## src/sv/rid_pkg.sv

```systemverilog
// Shared types, codes and constants of the refractive index dispersion block.
`default_nettype none

package rid_pkg;

    localparam int DIV_STEPS  = 64;
    localparam int SQRT_STEPS = 32;
    localparam int MUL_LAT    = 4;
    localparam int FRONT_LAT  = 3;
    localparam int SUM_LAT    = 3;
    localparam int PIPE_LAT   = FRONT_LAT + DIV_STEPS + 3 * MUL_LAT + SUM_LAT + SQRT_STEPS + 1;

    localparam int NUM_COEFFS = 6;
    localparam int NUM_POLES  = 3;
    localparam int NUM_LANES  = 5;

    localparam logic [1:0] FS_SCHOTT = 2'd0;
    localparam logic [1:0] FS_SELL   = 2'd1;
    localparam logic [1:0] FS_FIXED  = 2'd2;
    localparam logic [1:0] FS_UNITY  = 2'd3;

    localparam logic [1:0] ST_OK    = 2'd0;
    localparam logic [1:0] ST_RANGE = 2'd1;
    localparam logic [1:0] ST_MATH  = 2'd2;

    localparam int CFG_INDEX_W = 3;
    localparam logic [CFG_INDEX_W-1:0] CFG_FORMULA     = 3'd0;
    localparam logic [CFG_INDEX_W-1:0] CFG_COEFF_FIRST = 3'd1;
    localparam logic [CFG_INDEX_W-1:0] CFG_WINDOW      = 3'd7;

    localparam logic [63:0] WINDOW_RESET = 64'hFFFF_FFFF_0000_0000;
    localparam logic [63:0] PROD_CAP     = 64'h1000_0000_0000_0000;
    localparam logic [63:0] ONE_Q40      = 64'h0000_0100_0000_0000;
    localparam logic [63:0] INV_NUM_HI   = 64'h0000_0000_4000_0000;
    localparam logic [31:0] ONE_Q28      = 32'h1000_0000;
    localparam logic [31:0] INDEX_SAT    = 32'hFFFF_FFFF;

    typedef struct packed {
        logic oow;
        logic inval;
    } t_side;

    typedef struct packed {
        logic [63:0] l2;
        logic [2:0]  dneg;
        t_side       sb;
    } t_b0;

    typedef struct packed {
        logic [2:0][63:0] q;
        logic [2:0]       qovf;
        logic [2:0]       dneg;
        logic [63:0]      l2;
        t_side            sb;
    } t_b1;

    typedef struct packed {
        t_b1         base;
        logic [63:0] inv4;
        logic        o4;
    } t_b2;

    typedef struct packed {
        logic [4:0] tneg;
        logic [4:0] tovf;
        t_side      sb;
    } t_b3;

    typedef struct packed {
        t_side sb;
        logic  neg;
        logic  big;
    } t_b4;

endpackage

`default_nettype wire

```

## src/sv/rid_sqrt.sv

```systemverilog
// Pipelined integer square root of a 64-bit value, one result bit per stage.
`default_nettype none

module rid_sqrt (
    input  logic        i_clk,
    input  logic [63:0] i_rad,
    output logic [31:0] o_root
);

    localparam int N = rid_pkg::SQRT_STEPS;

    typedef struct packed {
        logic [33:0] rem;
        logic [31:0] root;
        logic [63:0] rad;
    } t_sstate;

    function automatic t_sstate sqrt_step(input t_sstate a);
        t_sstate     r;
        logic [35:0] t;
        logic [35:0] trial;
        logic [35:0] d;
        logic        ge;
        t      = {a.rem, a.rad[63:62]};
        trial  = {2'b00, a.root, 2'b01};
        d      = t - trial;
        ge     = t >= trial;
        r.rem  = ge ? d[33:0] : t[33:0];
        r.root = {a.root[30:0], ge};
        r.rad  = {a.rad[61:0], 2'b00};
        return r;
    endfunction

    t_sstate init;
    t_sstate r_st [N];

    always_comb begin
        init.rem  = '0;
        init.root = '0;
        init.rad  = i_rad;
    end

    always_ff @(posedge i_clk) begin
        r_st[0] <= sqrt_step(init);
        for (int s = 1; s < N; s++) begin
            r_st[s] <= sqrt_step(r_st[s-1]);
        end
    end

    assign o_root = r_st[N-1].root;

endmodule

`default_nettype wire

```

## config.mk

```make
export PLATFORM = sky130hd
export DESIGN_NAME = rid_sqrt
export DESIGN_NICKNAME = d
export VERILOG_FILES = /design/src/sv/rid_pkg.sv /design/src/sv/rid_sqrt.sv
export SDC_FILE = /design/constraint.sdc
export NUM_CORES = 2
export LEC_CHECK = 0
export BUFFER_PORTS_ARGS = -buffer_cell sky130_fd_sc_hd__buf_2
export CORE_MARGIN = 3
export CORE_UTILIZATION = 60
export CTS_CLUSTER_DIAMETER = 150
export DETAILED_ROUTE_END_ITERATION = 10
export PLACE_DENSITY = 0.76
export SKIP_LAST_GASP = 1
export SLEW_MARGIN = 20
export SYNTH_ARGS = -nofsm -noshare
export SYNTH_HDL_FRONTEND = slang
export SYNTH_MEMORY_MAX_BITS = 65536
export SYNTH_SLANG_ARGS = --single-unit
```

## constraint.sdc

```tcl
create_clock -name i_clk -period 4.55 [get_ports i_clk]
set_input_delay 1.1375 -clock i_clk [delete_from_list [all_inputs] [get_ports i_clk]]
set_output_delay 1.1375 -clock i_clk [all_outputs]
set_load 0.05 [all_outputs]
```

# Word-level counts from Yosys, hierarchy flattened
# Memories as Yosys holds them, arrays and structs flattened.
# Index checks and enable logic that the tools add are counted.
# classes
mux	32
addsub	32
magnitude_cmp	32
# op_table
cell	n
$ge 36x34->1	31
$mux 34	32
$sub 34x34->34	31
$sub 2x1->3 const B	1
$ge 2x1->1 const B	1
# totals
mem_count	1
register_bits	0
elab_cells	97
output_inout_bits	32
in_bits	65
ramBits	4096
# mem_list
name	depth	width	read_ports	rd_clocked_by_memory_dff	wr	line	text
r_st	32	128	32	0	32	rid_sqrt.sv:35	t_sstate r_st [N];

# Depth between registers and ports, before layout
# An unclocked memory read counts as a cell.
# logic_depth
word_depth	3
mapped_depth	14
depth_no_buf	12

# Worst setup path after synthesis
# OpenSTA, ideal clock, no wires.
# synth_path
kind	flip-flop to flip-flop
startpoint	memory r_st[1][958] (netlist bit)
endpoint	memory r_st[1][1122] (netlist bit)
slack_ps	1052
t_arrival_ps	3378
period_less_slack_ps	3498
required_ps	4429
n_path_buf	1
setup_time_ps	121
stages_incl_launch_ff	11
cell_sequence	dfxtp_1 > inv_1 > ha_1 > nor2b_1 > o31a_1 > o41a_1 > o41ai_1 > o21ai_1 > a2111oi_0 > clkbuf_1 > mux2_2
# synth_rtl
item	line
start: declaration	rid_sqrt.sv:35

==> metrics.txt <==
placed insts=11.1k; clock sink count=roughly 2.5k; Max Fclk=260 MHz; slowest CP cell=inv_1; most area-consuming cells after synthesis=dfxtp_1, ha_1, xor2_1, xnor2_1, a21oi_1; Initial Util=60.8%; Pre-Repair DR Iteration Count=8; CTS Hold Bufs=0; Cells after Synth=9189; port bufs=96; clock latency on the worst-skew pair=roughly 880 ps; synth unique cells=83; Syn Nets=9816; share of post-route cells with drive strength above 1=7.40%; Yosys reg bits=2523; Top Registers=r_st: 2523 flops; antenna violations before repair=4; max FFs per register=2523; CTS Root Cell=clkbuf_16; number of remaining DRC errors=0; Slew Viols, Final=0; status=finished, final reports clean; # setup viols final=0; Synth area leader=dfxtp_1; power per cell area=555 nW/um^2; Seq/Total Area, Yosys=54.4%; Avg WL per Cell=17.5 um; clock-pin transition on the worst setup and hold timing paths=60 ps; overall routed net length=202 mm; dominant synthesized flop cell=dfxtp_1; max_slew headroom=31.1%; setup bufs post-CTS=0; CP Class=flip-flop to flip-flop; endpoint type of the worst setup path=flip-flop; gpl congestion=0.971; met3 Use GR=3.34%; synth warn=0; total global-route track usage=between 20% and 30%; top cell type's share of synthesized area=54.4%; DR vias/cell=5.53; Die ar.=160000 um^2; Layout area overhead=11.2%; max_cap viols=0; ANT nets after route=0; H-tree depth=4; pre-CTS setup slack=about 680 ps; worst-margin pin slew=1030 ps; Post-synth EDFFs=0; fin area=103000 um^2; Die Span X=399 um; detailed-route via count=63.9k; # rows=143; DP Area=95300 um^2; fin crit period=3850 ps; initial drt markers=3814; Post-Route Setup TNS=0 ps; Lkg Pwr=between 40 and 50 nW; top post-synthesis cells by count=dfxtp_1, inv_1, nand2_1; Worst Setup Start Kind=flip-flop; number of global-route vias before repair=63.3k; FILL cells=11.8k; nets=about 10k; largest net degree at the start of global routing=52; CTS tree=yes; Setup Skew=a little over 70 ps; clk buf depth=3; largest register by flop count=r_st; syn_area_per_cell=10.1 um^2; Final Util=around two thirds; Peak supply drop=~0.00040 V; count leader, synth=dfxtp_1; core box area=153000 um^2; Worst Hold Class=flip-flop to flip-flop; RSZ-0062 raised after global routing=false; Final Non-Filler Cells=11.6k; Critical Path, Cell by Cell=inv_1 > ha_1 > nor2b_1 > o31a_1 > o31a_1 > nor4_1 > o31ai_1 > buf_4 > a21oi_1 > nor2b_1 > inv_1 > buf_4 > mux2_2; CTS Buf Count=230; CP arrival=4580 ps; post-synth design cell area=92900 um^2; Ports=97; Critical Path RT=5280 ps; Detailed Place HPWL=roughly 150 mm; total gr overflow=0; met2 GRT Util=about 46%; first-pass GRT wire length=323 mm; Hold Fails Final Rpt=0; FFs w/ async S/R, synth=0%; die height=approximately 400 um; final worst setup slack=702 ps; Tcrit/Tclk final=84.6%; grt met1 use=30.3%; CP max stage delay=450 ps; Crit Path Max Fanout=31; GRT busiest layer=met2; post_cts resized=0
## area by class of cell
cell class,instances,area [um^2],area share [%]
multi-input combinational,5738,38800,37.6
clock buffer,300,6350,6.15
sequential,2523,50500,48.9
clock inverter,125,1630,1.58
tap,2030,2540,2.46
timing repair buffer,135,786,0.761
antenna,1,2.50,0.00242
inverter,705,2650,2.56
## kinds of logic after synthesis
group	Yosys count	synth area share [%]
xor gates and xnor gates	832	7.84
adders and majority gates	562	7.57
other	1	0.00404
muxes	98	1.17
buffers and inverters	928	3.89
AOI/OAI and AO/OA	1896	12.7
and+or+nand+nor	2349	12.4
DFF	2523	54.4
## power by group
part / leakage, nW / total [mW] / internal [mW] / switching, mW
clock: 3.86 / 19.7 / 11.2 / 8.45
sequential: 21.1 / 28.5 / 25.7 / 2.76
combinational: 23.6 / 9.21 / 4.09 / 5.12
total: 48.6 / 57.3 / 41.0 / 16.3
## layout by cell type, fill, tap and decap left out, drive strengths merged, types with 246 or more instances in the layout
cell / n
ha: 562
o21ai: 481
a21oi: 585
clkbuf: 300
nand2: 618
a21o: 246
xor2: 428
inv: 714
xnor2: 404
nor2: 569
dfxtp: 2523
## final timing paths
kind,from,endpoint,slack [ps],depth (start not counted)
setup / recovery,r_st[1][1726]$_DFF_P_,r_st[1][1903]$_DFF_P_,700,13
hold reg to reg,r_st[0][1572]$_DFF_P_,r_st[0][1702]$_DFF_P_,280,0
setup reg to reg,r_st[1][1726]$_DFF_P_,r_st[1][1903]$_DFF_P_,700,13
hold / removal,r_st[0][1572]$_DFF_P_,r_st[0][1702]$_DFF_P_,280,0
## per-stage QoR
stage | hold WS (ps) | total power [mW]
3_3_place_gp | 309 | 37.7
4_1_cts | 274 | 57.8
5_1_grt | 278 | 60.1
2_1_floorplan | 310 | 35.1
3_5_place_dp | 312 | 38.0
6_report | 281 | 57.3
## worst max-delay path, delay by kind of cell (launching register included)
kind	cells	cell delay [ps]
mux	1	300
simple gates	3	810
compound gates	4	870
buf+inv	4	1100
fa+ha+maj	1	330
flops	1	330
## layer usage
metal | vias up | share of wire [%] | routed length (um)
met5 | - | 0 | 0
met4 | 0 | 2.9 | 5920
met3 | 410 | 4.4 | 8800
met2 | 1555 | 50 | 102000
met1 | 30100 | 42 | 85400
li1 | 31800 | - | -
(Power assumes the default switching activity.)
